===== config.mk =====
export PLATFORM = sky130hd
export DESIGN_NAME = bremon_ring
export DESIGN_NICKNAME = d
export VERILOG_FILES = /design/src/rtl/core/bremon_pkg.sv /design/src/rtl/core/bremon_ring.sv
export SDC_FILE = /design/constraint.sdc
export NUM_CORES = 2
export LEC_CHECK = 0
export BUFFER_PORTS_ARGS = -buffer_cell sky130_fd_sc_hd__buf_4
export CORE_MARGIN = 4
export CORE_UTILIZATION = 45
export CTS_CLUSTER_DIAMETER = 80
export DETAILED_ROUTE_END_ITERATION = 10
export GPL_TIMING_DRIVEN = 0
export SLEW_MARGIN = 20
export SYNTH_ARGS = -nofsm -noshare
export SYNTH_HDL_FRONTEND = slang
export SYNTH_MEMORY_MAX_BITS = 65536
export SYNTH_SLANG_ARGS = --single-unit

===== constraint.sdc =====
create_clock -name clk -period 8 [get_ports clk]
set_clock_uncertainty 0.15 [all_clocks]
set_input_delay 0.8 -clock clk [delete_from_list [all_inputs] [get_ports clk]]
set_output_delay 0.8 -clock clk [all_outputs]
set_load 0.01 [all_outputs]

===== src/rtl/core/bremon_pkg.sv =====
// Shared constants, types and codes for the busy ratio monitor.
// No dependencies; every other file of the block imports this package.
package bremon_pkg;

	localparam int HISTORY_DEPTH_DEF = 256;
	localparam int WORD_W            = 64;
	localparam int AVG_W             = 17;
	localparam int DECAY_W           = 16;
	localparam int BAR_W             = 10;
	localparam int AGE_W             = 8;
	localparam int Q_FRAC            = 16;
	localparam int CFG_DATA_W        = 16;
	localparam int CFG_INDEX_W       = 1;

	localparam logic [AVG_W-1:0]   Q_ONE       = 17'h10000;
	localparam logic [DECAY_W-1:0] DECAY_RESET = 16'd64884;
	localparam logic [BAR_W-1:0]   BAR_RESET   = 10'd64;
	localparam logic [BAR_W-1:0]   BAR_MAX     = 10'd1023;
	localparam logic [WORD_W-1:0]  ROUND_HALF  = 64'd32768;

	localparam logic [CFG_INDEX_W-1:0] CFG_DECAY = 1'b0;
	localparam logic [CFG_INDEX_W-1:0] CFG_BAR   = 1'b1;

	localparam logic OPC_SAMPLE = 1'b0;
	localparam logic OPC_READ   = 1'b1;

	typedef enum logic [1:0] {
		ALU_ADD = 2'd0,
		ALU_SUB = 2'd1,
		ALU_MUL = 2'd2
	} alu_op_t;

	typedef struct packed {
		logic [WORD_W-1:0] value;
		logic              borrow;
	} alu_res_t;

endpackage


===== src/rtl/core/bremon_ring.sv =====
// History ring storage: one write port and one read port with registered data.
// Depends on bremon_pkg for the entry width.
module bremon_ring import bremon_pkg::*; #(
	parameter int DEPTH = HISTORY_DEPTH_DEF
) (
	input  logic                     clk,
	input  logic                     we,
	input  logic [$clog2(DEPTH)-1:0] waddr,
	input  logic [AVG_W-1:0]         wdata,
	input  logic [$clog2(DEPTH)-1:0] raddr,
	output logic [AVG_W-1:0]         rdata
);

	logic [AVG_W-1:0] mem [DEPTH];
	logic [AVG_W-1:0] rdata_q;

	always_ff @(posedge clk) begin
		if (we) begin
			mem[waddr] <= wdata;
		end
		rdata_q <= mem[raddr];
	end

	assign rdata = rdata_q;

endmodule


==> impl_metrics.py <==
metrics = {
    "outcome": {
        "status": "complete, no violations",
    },
    "synth": {
        "synth_top_area_share": 0.770,
        "synth_seq_area_share": 0.772,
        "synth_warnings": 0,
        "syn_nets": 7832,
        "ys_ff_latch": 4369,
        "synth_cell_types": 74,
        "synth_edf_count": 4352,
        "synth.largest_area_cell": "edfxtp_1",
        "synthesis.area_um2": 170000,
        "syn_inst": 7797,
        "async_flop_share": 0,
        "yosys-top-cells-area": "edfxtp_1 77%, mux4_2 12%, mux2i_1 3.0%",
        "ys.flop_type": "edfxtp_1",
        "syn_avg_cell_area_um2": 21.8,
    },
    "timing": {
        "rsz0062_at_grt": "no",
        "fmax_mhz": 168,
        "slew_headroom": 0.0904,
        "fin_crit_ns": 5.96,
        "tightest_slew_ns": 1.35,
        "finalCritPeriodShare": 0.745,
        "hold_ws_ns": 0.0875,
        "slew_violations": 0,
        "setup_viol": 0,
        "hold_viol_final": 0,
        "setup_slack_ns": 2.04,
    },
    "cts": {
        "cts_buffer_depth": 4,
        "clkTransAtPathRegs_ns": 0.06,
        "htree_levels": 5,
        "cts_buffers": 445,
        "cts_root_buf": "clkbuf_16",
        "cts.sinks": 4369,
        "tritoncts": "built",
        "worstSkewPairLatency_ns": 1.05,
        "cts_resized": 0,
    },
    "hold_path": {
        "hold_class": "input pin to flip-flop",
        "hold_end": "mem[217][15]",
        "min_from": "wdata[15]",
        "min_path_cells": 1,
    },
    "power_and_ir_drop": {
        "p_sw_frac": 0.234,
        "power_density_nw_per_um2": 247,
        "power.net_switching_w": 0.0115,
        "combinationalPowerShare": 0.069,
        "p_clk_frac": 0.417,
        "seqPwrFrac": 0.515,
        "internal_power_w": 0.0376,
        "leakage_nw": 62.6,
        "peakVddDrop_uv": 228,
    },
    "setup_path": {
        "r2r_end": "rdata[2]",
        "rr_startpoint": "mem[120][2]",
        "path_cells": "buf_4 > buf_4 > buf_2 > buf_2 > buf_2 > mux4_2 > o22ai_1 > o311ai_1 > nand4b_1 > a311oi_1",
        "crit_slowest_cell": "o311ai_1",
        "critPathKind": "input pin to flip-flop",
        "cp-end-kind": "flip-flop",
        "critical-path-max-stage-delay_ns": 0.97,
        "critPathRequiredTime_ns": 8.65,
        "cp-start-kind": "input pin",
        "path_max_fanout": 10,
        "r2r_setup_slack_ns": 3.76,
        "crit_path_frequent_cell": "buf_2",
        "critPathArrivalTime_ns": 6.62,
        "reg2reg_depth": 7,
    },
    "placement": {
        "dp.cells": 13100,
        "routabilityCongestion": 1.05,
        "hpwlAfterDp_um": 478000,
        "dpl_worst_slack_ns": 0.742,
        "io_buffers": 43,
    },
    "flow_run": {
        "max_cap_viol_count": 0,
    },
    "global_route": {
        "overflow": 0,
        "grt_use_total": 0.346,
        "first_global_vias": 88400,
        "antenna_found_initial": 91,
        "grt_pass1_wl_um": 872000,
        "grt_start_max_net_pins": 137,
    },
    "die": {
        "fp-row-count": 225,
        "die-area_um2": 387000,
        "die_h_um": 622,
        "start_util": 0.452,
        "core-area_um2": 376000,
        "die_w_um": 622,
        "io_pins": 52,
    },
    "layout": {
        "layout_commonest_cell": "edfxtp_1",
        "layout.cells.non_filler": 14000,
        "drive_gt1_frac": 0.279,
        "syn2layout_area_growth_pct": 17.0,
        "mostFrequentLayoutCells": "4352 x edfxtp_1, 897 x mux4_2, 509 x mux2i_1, 446 x clkbuf_16, 236 x nor2_4",
        "fin_nets": 8581,
    },
    "route": {
        "drt_iter0_markers": 18100,
        "ant_nets": 0,
        "dr.pass1.iters": 6,
        "drc": 0,
        "wire_per_inst_um": 48.5,
        "vias": 93800,
        "avgViaCountPerCell": 6.71,
        "routed_wirelength_um": 678000,
    },
}
==> worst max-delay path by stage <==
stage                        start          end  slack [ns]
after global routing      raddr[1]    rdata[12]        2.40
after detailed placement  raddr[1]    rdata[12]        0.74
final                     raddr[1]    rdata[14]        2.04
after CTS                 raddr[1]    rdata[12]        1.82
after global placement    raddr[2]    rdata[15]       -1.73
after floorplan           waddr[3]  mem[235][0]        4.84
==> state kept, by name, summed over array words and instances (netlist names) <==
register and cells:
mem 4352, rdata 17
==> power by group through the flow <==
stage	clock (W)	sequential, W	combinational, W
6_report	0.0204	0.0253	0.00336
5_1_grt	0.0215	0.0252	0.00333
4_1_cts	0.0205	0.0253	0.00326
3_5_place_dp	0	0.0257	0.00326
3_3_place_gp	0	0.0258	0.00306
2_1_floorplan	0	0.0257	0.00128
==> through the flow <==
stage | total power, W | cell area (um^2) | util | setup TNS [ns]
2_1_floorplan | 0.0270 | 170000 | - | 0
3_3_place_gp | 0.0288 | 176000 | 0.469 | -5.78
3_5_place_dp | 0.0290 | 184000 | 0.491 | 0
4_1_cts | 0.0490 | 198000 | 0.528 | 0
5_1_grt | 0.0501 | 199000 | 0.529 | 0
6_report | 0.0490 | 199000 | 0.529 | 0
==> synth_stat cells (16+ instances only) <==
master	number
o21ai_0	42
a211oi_1	16
mux2i_1	509
buf_12	44
o22ai_1	186
mux2_2	20
a22oi_1	33
nor2_1	333
nand3_1	65
a21oi_1	108
edfxtp_1	4352
o221ai_1	134
buf_6	57
buf_1	38
nand2_1	216
buf_8	30
mux4_2	897
dfxtp_1	17
nor3_1	109
buf_2	95
nand4_1	21
buf_4	37
clkbuf_1	150
mux4_1	46
==> what timing repair did <==
| item | 4_1_cts | 5_1_grt |
|---|---|---|
| endpoints found under the hold margin | 2 | 0 |
| endpoints found under the setup margin | 0 | 0 |
| setup buffers | 0 | 0 |
| hold buffers | 1 | 0 |
==> critical path, delay by kind of cell <==
| kind | cells | cell delay [ns] |
|---|---|---|
| buf+inv | 5 | 2.80 |
| compound gates | 3 | 1.97 |
| simple gates | 1 | 0.52 |
| mux | 1 | 0.42 |
==> metal layers <==
layer | vias to the layer above | share of wire | global-route usage
li1 | 34700 | - | -
met1 | 50200 | 0.35 | 0.446
met2 | 7368 | 0.44 | 0.512
met3 | 1595 | 0.13 | 0.113
met4 | 34 | 0.074 | 0.207
met5 | - | 0.00034 | 0
==> cell type report <==
class / instances / area, um^2
tap: 4994 / 6250
timing repair buffer: 302 / 6280
sequential: 4369 / 131000
clock inverter: 244 / 2340
antenna: 64 / 160
clock buffer: 579 / 11700
multi-input combinational: 2957 / 37000
fill: 28800 / 177000
inverter: 5 / 18.8
buffer: 466 / 3770
==> cells by family after synthesis <==
family | Yosys count | share of synthesized area
mux | 1472 | 0.158
buf+inv | 471 | 0.0214
compound gates | 649 | 0.0271
simple gates | 836 | 0.0219
flops | 4369 | 0.772
Power figures use the tool's default switching activity.
