===== src/rtl/core/bremon_pkg.sv =====
// Shared constants, types and codes for the busy ratio monitor.
// No dependencies; every other file of the block imports this package.
package bremon_pkg;

	localparam int HISTORY_DEPTH_DEF = 256;
	localparam int WORD_W            = 64;
	localparam int AVG_W             = 17;
	localparam int DECAY_W           = 16;
	localparam int BAR_W             = 10;
	localparam int AGE_W             = 8;
	localparam int Q_FRAC            = 16;
	localparam int CFG_DATA_W        = 16;
	localparam int CFG_INDEX_W       = 1;

	localparam logic [AVG_W-1:0]   Q_ONE       = 17'h10000;
	localparam logic [DECAY_W-1:0] DECAY_RESET = 16'd64884;
	localparam logic [BAR_W-1:0]   BAR_RESET   = 10'd64;
	localparam logic [BAR_W-1:0]   BAR_MAX     = 10'd1023;
	localparam logic [WORD_W-1:0]  ROUND_HALF  = 64'd32768;

	localparam logic [CFG_INDEX_W-1:0] CFG_DECAY = 1'b0;
	localparam logic [CFG_INDEX_W-1:0] CFG_BAR   = 1'b1;

	localparam logic OPC_SAMPLE = 1'b0;
	localparam logic OPC_READ   = 1'b1;

	typedef enum logic [1:0] {
		ALU_ADD = 2'd0,
		ALU_SUB = 2'd1,
		ALU_MUL = 2'd2
	} alu_op_t;

	typedef struct packed {
		logic [WORD_W-1:0] value;
		logic              borrow;
	} alu_res_t;

endpackage


===== src/rtl/core/bremon_alu.sv =====
// Shared arithmetic unit: 64-bit add, 64-bit subtract with borrow, 17x17 multiply.
// Depends on bremon_pkg; the sequencer registers values but branches on borrow.
module bremon_alu import bremon_pkg::*; (
	input  alu_op_t           op,
	input  logic [WORD_W-1:0] a,
	input  logic [WORD_W-1:0] b,
	output alu_res_t          res
);

	logic [WORD_W:0]        wide;
	logic [2*AVG_W-1:0]     prod;

	always_comb begin
		wide = '0;
		prod = a[AVG_W-1:0] * b[AVG_W-1:0];
		unique case (op)
			ALU_ADD: wide = {1'b0, a} + {1'b0, b};
			ALU_SUB: wide = {1'b0, a} - {1'b0, b};
			ALU_MUL: wide = {{(WORD_W+1-2*AVG_W){1'b0}}, prod};
			default: wide = '0;
		endcase
		res.value  = wide[WORD_W-1:0];
		res.borrow = wide[WORD_W];
	end

endmodule


===== config.mk =====
export PLATFORM = sky130hd
export DESIGN_NAME = bremon_alu
export DESIGN_NICKNAME = d
export VERILOG_FILES = /design/src/rtl/core/bremon_pkg.sv /design/src/rtl/core/bremon_alu.sv
export SDC_FILE = /design/constraint.sdc
export NUM_CORES = 1
export LEC_CHECK = 0
export BUFFER_PORTS_ARGS = -buffer_cell sky130_fd_sc_hd__buf_4
export CORE_MARGIN = 5
export CORE_UTILIZATION = 50
export DETAILED_ROUTE_END_ITERATION = 12
export PLACE_DENSITY_LB_ADDON = 0.12
export SYNTH_ARGS = -nofsm -noshare
export SYNTH_HDL_FRONTEND = slang
export SYNTH_SLANG_ARGS = --single-unit

===== constraint.sdc =====
create_clock -name vclk -period 6.7
set_input_delay 0.335 -clock vclk [all_inputs]
set_output_delay 0.335 -clock vclk [all_outputs]
set_load 0.005 [all_outputs]

==> summary.txt, run 1 <==
Final setup margin - 0.1415 ns
CP endpoint kind - output pin
Rel. slew slack - 0.2407
Vias in the first global route - 15,429
Non-Filler Instances - 2,637
Post-DRT Antenna Nets - 0
Global route total overflow - 0
Synth Warn # - 0
Die height - 185.1 um
Register area share after synthesis - 0
Slew Limit Fails - 0
I/O pin count - 195
Post-synth top cells - inv_1, nand2_1, fa_1
Setup WS pre-CTS - -0.3751 ns
Max cap viols - 0
DRC - 0
Critical Path RT - 6.36 ns
Seq cells - 0
Storage cell area - 0 sq um
Endpoints failing setup - 0
Clock buffer count - 0
Avg Cell Area, Syn - 7.608 sq um
Min Tclk post-route - 6.558 ns
Leak pwr - 0.009288 uW
CORE AREA - 30,430 sq um
Area of the mapped netlist - 15,320 sq um
Post-Place Cells - 2,625
WS Path Type - primary input to output pin
Initial antenna violation count - 0
Initial Util - 0.5036
Die Span X - 185.1 um
Detailed Place HPWL - 43.04 mm
Global-route wire length before repair - 81.16 mm
Via count - 14,927
Top-count cell post-synth - inv_1
Syn Nets - 2,543
Placer congestion estimate - 0.9823
Share of the synthesized area in the top cell type - 0.2939
Design area - 18,470 sq um
Distinct cells, synth - 66
Full die area - 34,250 sq um
IR Drop Worst-Case VDD - 0.5221 mV
First-pass DRT Iterations - 5
Status - finished clean
Power density over the cells - 566.3 nW/um^2
Detailed Route WL - 50.20 mm
Period utilization - 0.9789
Via/cell ratio - 5.661
Crit path max fanout - 6
Synthesis-to-layout area growth - 20.54%
Ant diodes - 0
Area after DPL - 17,850 sq um
Layout cells sized above 1 - 0.1905
Final hold vios - 0
FMAX - 152.5 MHz
Drt wl/cell - 19.04 um
Worst path arrival time - 6.22 ns
Final net count - 2,772
Top cells by area, synth - fa_1, ha_1, inv_1
Post-synthesis cell count - 2,014
Num rows - 64
Initial DRC Count - 1,112
Power, Total - 10,460 uW
Synth area leader - fa_1
Worst Tran Pin Value - 1.135 ns
RSZ-0062 raised after global routing - yes
Largest net degree at the start of global routing - 73
Hold Path Class - primary input to output pin
Worst setup SP type - primary input
GRT Util Overall - 0.2920
Buffers on Ports - 195
[final cells by class]
| class | count | area (sq um) |
|---|---|---|
| inverters | 324 | 1216 |
| repair buffers | 327 | 2644 |
| multi-input cells | 1590 | 14110 |
| fillers | 2840 | 11960 |
| well taps | 396 | 495.5 |
[power by group]
part	total (uW)	leakage (uW)	internal (uW)	switching (uW)
Sequential	0	0	0	0
Clock	0	0	0	0
Combinational	10500	0.00929	5000	5460
Total	10500	0.00929	5000	5460
[cells in the final DEF, fill, tap and decap left out, drive strengths merged, types with 12 or more instances in the layout]
master / Yosys / final
o21a: 14 / 14
a21o: 51 / 51
a31oi: 15 / 15
o21bai: 29 / 29
o31ai: 15 / 15
o21ai: 72 / 72
o211ai: 12 / 12
nor2: 102 / 102
a21oi: 142 / 142
xor2: 57 / 57
inv: 324 / 324
nand2: 232 / 232
o22ai: 20 / 20
xnor2: 76 / 76
nand4: 33 / 33
nand2b: 17 / 17
nand3: 13 / 13
nor3: 30 / 30
ha: 174 / 174
and2: 126 / 126
fa: 225 / 225
buf: 6 / 327
[worst max-delay path, stage by stage]
cell,delay (ns)
buf_4,0.12
buf_4,0.17
nand2_1,0.08
fa_1,0.48
fa_1,0.51
fa_1,0.49
inv_1,0.05
fa_1,0.51
fa_1,0.50
inv_1,0.06
fa_1,0.53
inv_1,0.06
ha_4,0.27
buf_4,0.12
nand2_2,0.07
a21oi_2,0.14
inv_1,0.07
o211ai_1,0.19
o21ai_1,0.10
buf_4,0.16
a311oi_4,0.41
o21a_1,0.21
nor3_1,0.06
o32ai_2,0.27
buf_4,0.16
buf_4,0.10
[kinds of logic (layout without fill, tap and decap cells)]
group / count (synthesis) / in the layout / share of synthesized area
AND/OR/NAND/NOR: 620 / 620 / 0.2010
buffers and inverters: 424 / 651 / 0.1039
adder cells (fa/ha/maj): 399 / 399 / 0.4360
multiplexers: 9 / 9 / 0.006206
XOR/XNOR: 133 / 133 / 0.07602
AO/OA/AOI/OAI: 429 / 429 / 0.1768
[worst paths after layout]
check | start | to | cells past startpoint
max | a[11] | res[28] | 26
min | op[1] | res[34] | 4
[routing by layer]
metal  part of all wire  vias up  wire length, um  GRT usage
met2               0.48      471            24070     0.4945
li1                   -     7063                -          -
met4              0.026        0             1281    0.06400
met5                  0        -                0          0
met3              0.050       69             2485    0.02494
met1               0.45     7324            22360     0.4101
[repair_timing]
item / 4_1_cts / 5_1_grt
setup buffers: 0 / 12
hold endpoints to repair: 0 / 0
setup endpoints to repair: 9 / 11
pin swaps: 11 / 84
hold buffers: 0 / 0
gates resized for setup: 22 / 112
cloned: 0 / 0
[through the flow]
| stage | setup TNS [ns] | hold slack [ns] | util |
|---|---|---|---|
| floorplan | 0 | 0.8388 | - |
| global placement | -1.125 | 1.268 | 0.5865 |
| detailed placement | -1.834 | 1.279 | 0.5865 |
| CTS | 0 | 1.283 | 0.5906 |
| global route | -0.1567 | 1.310 | 0.6070 |
| finish | 0 | 1.274 | 0.6070 |
Note: power is estimated with default switching activity, not from simulation.
==> run 2: changes to the inputs <==
Settings changed: CORE_ASPECT_RATIO from default to 1.25, PLACE_DENSITY from default to 0.73, PLACE_DENSITY_LB_ADDON 0.12 to default.
==> summary.txt, run 2 (synthesis gave the netlist of run 1 again) <==
Placer congestion estimate - 0.9733 (was 0.9823)
Full die area - 34,270 sq um (was 34,250 sq um)
WS Path Type - primary input to output pin (unchanged)
Met2 WL - 25.25 mm (was 24.07 mm)
Detailed Route WL - 50.49 mm (was 50.20 mm)
I/O pin count - 195 (unchanged)
Detailed Place HPWL - 43.50 mm (was 43.04 mm)
Worst setup SP type - primary input (unchanged)
Via/cell ratio - 5.712 (was 5.661)
Most common cell after layout, fill and taps aside - inv_1 (unchanged)
Worst path arrival time - 6.24 ns (was 6.22 ns)
Global route total overflow - 0 (unchanged)
P_sw - 5236 uW (was 5465 uW)
Hold Crit Start - op[0] (was op[1])
Num rows - 71 (was 64)
IR Drop Worst-Case VDD - 0.5949 mV (was 0.5221 mV)
Vias in the first global route - 15,610 (was 15,429)
Seq pwr share - 0 (about the same)
Clock power frac - 0 (about the same)
Comb power frac - 1.000 (about the same)
Max cap viols - 0 (unchanged)
Worst Tran Pin Value - 1.082 ns (was 1.135 ns)
Layout cells sized above 1 - 0.1674 (was 0.1905)
Crit path max fanout - 9 (was 6)
Post-DRT Antenna Nets - 0 (unchanged)
Fill cell count - 2,769 (was 2,840)
Cts hold-fix bufs - 0 (unchanged)
Global-route wire length before repair - 80.73 mm (was 81.16 mm)
Rel. slew slack - 0.2761 (was 0.2407)
First-pass DRT Iterations - 5 (unchanged)
Seq cells - 0 (unchanged)
Commonest non-fill, non-tap cells in the layout - inv_1, buf_4, nand2_1, fa_1, ha_1 (unchanged)
Fin util - 0.5988 (was 0.6070)
Period utilization - 0.9820 (was 0.9789)
Synthesis-to-layout area growth - 18.04% (was 20.54%)
Clock buffer count - 0 (unchanged)
Via count - 14,948 (was 14,927)
Status - finished clean (unchanged)
DRC - 0 (unchanged)
Initial DRC Count - 920 (was 1,112)
Drt wl/cell - 19.29 um (was 19.04 um)
Min Tclk post-route - 6.579 ns (was 6.558 ns)
Critical Path RT - 6.36 ns (about the same)
GRT Util Overall - 0.2889 (was 0.2920)
Largest net degree at the start of global routing - 73 (unchanged)
Pint - 4538 uW (was 4995 uW)
Initial Util - 0.5073 (was 0.5036)
Slew Limit Fails - 0 (unchanged)
Buffers on Ports - 195 (unchanged)
CP startpoint - a[8] (was a[11])
Endpoints failing setup - 0 (unchanged)
FMAX - 152.0 MHz (was 152.5 MHz)
Hold Path Class - primary input to output pin (unchanged)
Ant diodes - 0 (unchanged)
Initial antenna violation count - 0 (unchanged)
Final hold vios - 0 (unchanged)
Power density over the cells - 540.4 nW/um^2 (was 566.3 nW/um^2)
Storage cell area - 0 sq um (unchanged)
Die height - 205.7 um (was 185.1 um)
Final net count - 2,747 (was 2,772)
Leak pwr - 0.009148 uW (was 0.009288 uW)
Net Sw Frac - 0.5357 (was 0.5224)
CP endpoint kind - output pin (unchanged)
Met3 WL - 3.804 mm (was 2.485 mm)
CORE AREA - 30,200 sq um (was 30,430 sq um)
Multi-input logic area - 14,030 sq um (was 14,110 sq um)
Power, Total - 9774 uW (was 10,460 uW)
Die Span X - 166.6 um (was 185.1 um)
M1 wire length - 19.42 mm (was 22.36 mm)
Top layer in use - met4 (unchanged)
run 2: final timing paths:
path	endpoint	slack (ns)	cells past startpoint
max	res[30]	0.12	25
min	res[23]	1.21	5
run 2: timing repair:
item	CTS	global route
gates resized for setup	14	66
endpoints found under the setup margin	8	8
gates cloned	0	0
pin swaps	4	63
setup buffers	1	1
run 2: power groups by stage:
stage	clock [uW]	sequential, uW	combinational, uW
6_report	0	0	9770
3_5_place_dp	0	0	8590
2_1_floorplan	0	0	5660
3_3_place_gp	0	0	8550
4_1_cts	0	0	8940
5_1_grt	0	0	10700
run 2: per-stage QoR:
step | std cells | setup TNS [ns] | area (sq um) | hold slack (ns) | worst slack, ns
after floorplan | 2014 | 0 | 15330 | 0.8388 | 0.01965
after global placement | 2616 | -0.2745 | 17710 | 1.214 | -0.1009
after detailed placement | 2616 | -0.5184 | 17710 | 1.209 | -0.2065
after CTS | 2617 | 0 | 17780 | 1.213 | 0.001465
after global routing | 2617 | -0.1952 | 18090 | 1.270 | -0.08491
final | 2617 | 0 | 18090 | 1.215 | 0.1205
run 2: metal layers:
layer	vias to the layer above	global-route usage
li1	7003	-
met1	7288	0.3524
met2	558	0.5221
met3	99	0.04900
met4	0	0.09003
met5	-	0
run 2: final cells by class:
| class | instances | share of cell area |
|---|---|---|
| Multi-Input combinational cell | 1590 | 0.7757 |
| Timing Repair Buffer | 302 | 0.1293 |
| Tap cell | 401 | 0.02774 |
| Inverter | 324 | 0.06724 |
run 2: critical path: stages:
cell       delay, ns
buf_4           0.16
and2_1          0.19
fa_1            0.53
inv_1           0.05
fa_1            0.48
fa_1            0.53
inv_1           0.06
fa_1            0.50
fa_1            0.55
inv_1           0.06
fa_1            0.59
inv_1           0.09
ha_4            0.25
buf_4           0.14
nand2_1         0.11
a21oi_2         0.05
inv_1           0.08
o211ai_1        0.10
o21ai_1         0.14
buf_4           0.15
a31oi_2         0.10
a211o_1         0.34
a2111oi_4       0.36
nand3b_1        0.19
buf_4           0.13
==> run 3: changes to the inputs <==
Settings changed: MAX_ROUTING_LAYER from default to met4.
==> summary.txt, run 3 (synthesis gave the netlist of run 1 again) <==
Critical Path RT - 6.36 ns (about the same)
Initial Util - 0.5073 (unchanged)
Detailed Place HPWL - 43.75 mm (was 43.50 mm)
Hold Crit Start - op[0] (unchanged)
Full die area - 34,270 sq um (unchanged)
Fill cell count - 2,776 (was 2,769)
Placer congestion estimate - 1.001 (was 0.9733)
Crit path max fanout - 12 (was 9)
Most common cell after layout, fill and taps aside - inv_1 (unchanged)
Die height - 205.7 um (unchanged)
DRC - 0 (unchanged)
Worst path arrival time - 6.21 ns (was 6.24 ns)
Final hold vios - 0 (unchanged)
Global-route wire length before repair - 81.43 mm (was 80.73 mm)
First-pass DRT Iterations - 7 (was 5)
Slowest cell on crit path - fa_2 (was fa_1)
Worst Tran Pin Value - 1.111 ns (was 1.082 ns)
Drt wl/cell - 19.40 um (was 19.29 um)
Largest net degree at the start of global routing - 73 (unchanged)
Rel. slew slack - 0.2565 (was 0.2761)
Via count - 15,000 (was 14,948)
Hold Path Class - primary input to output pin (unchanged)
I/O pin count - 195 (unchanged)
Buffers on Ports - 195 (unchanged)
WS Path Type - primary input to output pin (unchanged)
Die Span X - 166.6 um (unchanged)
CORE AREA - 30,200 sq um (unchanged)
Initial DRC Count - 862 (was 920)
Vias in the first global route - 15,638 (was 15,610)
Slowest stage delay, CP - 0.58 ns (was 0.59 ns)
Worst setup SP type - primary input (unchanged)
Num rows - 71 (unchanged)
Post-DRT Antenna Nets - 0 (unchanged)
Detailed Route WL - 50.84 mm (was 50.49 mm)
Worst hold endpoint - res[23] (unchanged)
Multi-input logic area - 14,040 sq um (was 14,030 sq um)
Layout cells sized above 1 - 0.1667 (was 0.1674)
Storage cell area - 0 sq um (unchanged)
Seq cells - 0 (unchanged)
Initial antenna violation count - 1 (was 0)
Area after DPL - 17,680 sq um (was 17,710 sq um)
Synthesis-to-layout area growth - 18.26% (was 18.04%)
WHS Path Cells - 5 (unchanged)
Clock buffer count - 0 (unchanged)
Min Tclk post-route - 6.544 ns (was 6.579 ns)
GRT Util Overall - 0.2994 (was 0.2889)
Status - finished clean (unchanged)
Max cap viols - 0 (unchanged)
FMAX - 152.8 MHz (was 152.0 MHz)
Global route total overflow - 0 (unchanged)
CP endpoint kind - output pin (unchanged)
Cts hold-fix bufs - 0 (unchanged)
Slew Limit Fails - 0 (unchanged)
Final net count - 2,750 (was 2,747)
Period utilization - 0.9767 (was 0.9820)
Endpoints failing setup - 0 (unchanged)
Design area - 18,120 sq um (was 18,090 sq um)
Via/cell ratio - 5.723 (was 5.712)
Commonest non-fill, non-tap cells in the layout - inv_1, buf_4, nand2_1, fa_1, ha_1 (unchanged)
## run 3: changes by cell type in the layout (fill, tap and decap cells not counted), moves of 2 or more
cell and change:
inv_2 -3, buf_8 +2, nand2_2 -2, nand2_1 +2, ha_1 -4, buf_4 +6, ha_4 +2, buf_6 -5
inv_1 +3, ha_2 +2
## run 3: cell type report
type                       count  share of cell area
timing repair buffer         305              0.1301
multi-input combinational   1590              0.7750
antenna                        1           0.0001381
inverter                     324             0.06711
tap                          401             0.02769
## run 3: worst max-delay path by stage
stage               startpoint  endpoint  slack (ns)  cells after the start
finish                    b[6]   res[30]        0.16                     25
global route              a[6]   res[33]       -0.02                     23
CTS                       a[3]   res[28]       0.008                     24
detailed placement        a[3]   res[28]       -0.15                     24
global placement          a[3]   res[28]       -0.06                     24
floorplan                 b[8]   res[30]        0.02                     22
## run 3: metal layers
metal / routed length [um] / vias to the layer above / global-route usage
met3: 3018 / 101 / 0.03305
met1: 20330 / 7335 / 0.3584
met4: 1655 / 0 / 0.08009
li1: - / 7013 / -
met5: 0 / - / -
met2: 25840 / 551 / 0.5394
## run 3: through the flow
step | utilization | hold slack, ns | cells | setup slack [ns] | TNS [ns]
after global routing | 0.6000 | 1.267 | 2621 | -0.01958 | -0.04723
after floorplan | - | 0.8388 | 2014 | 0.01965 | 0
after global placement | 0.5854 | 1.212 | 2612 | -0.06496 | -0.07696
final | 0.6000 | 1.224 | 2621 | 0.1563 | 0
after detailed placement | 0.5854 | 1.213 | 2612 | -0.1527 | -0.6224
after CTS | 0.5874 | 1.221 | 2613 | 0.008084 | 0
## run 3: what timing repair did
action                     CTS  global route
pin swaps                    5            50
gates resized for setup     15            62
hold endpoints to repair     0             0
setup endpoints to repair    8             9
buffers inserted             1             7
## run 3: critical path: cells and delay by family
family / cells / cell delay, ns
simple gates: 2 / 0.36
compound gates: 8 / 1.42
fa+ha+maj: 7 / 3.23
buf+inv: 8 / 0.83
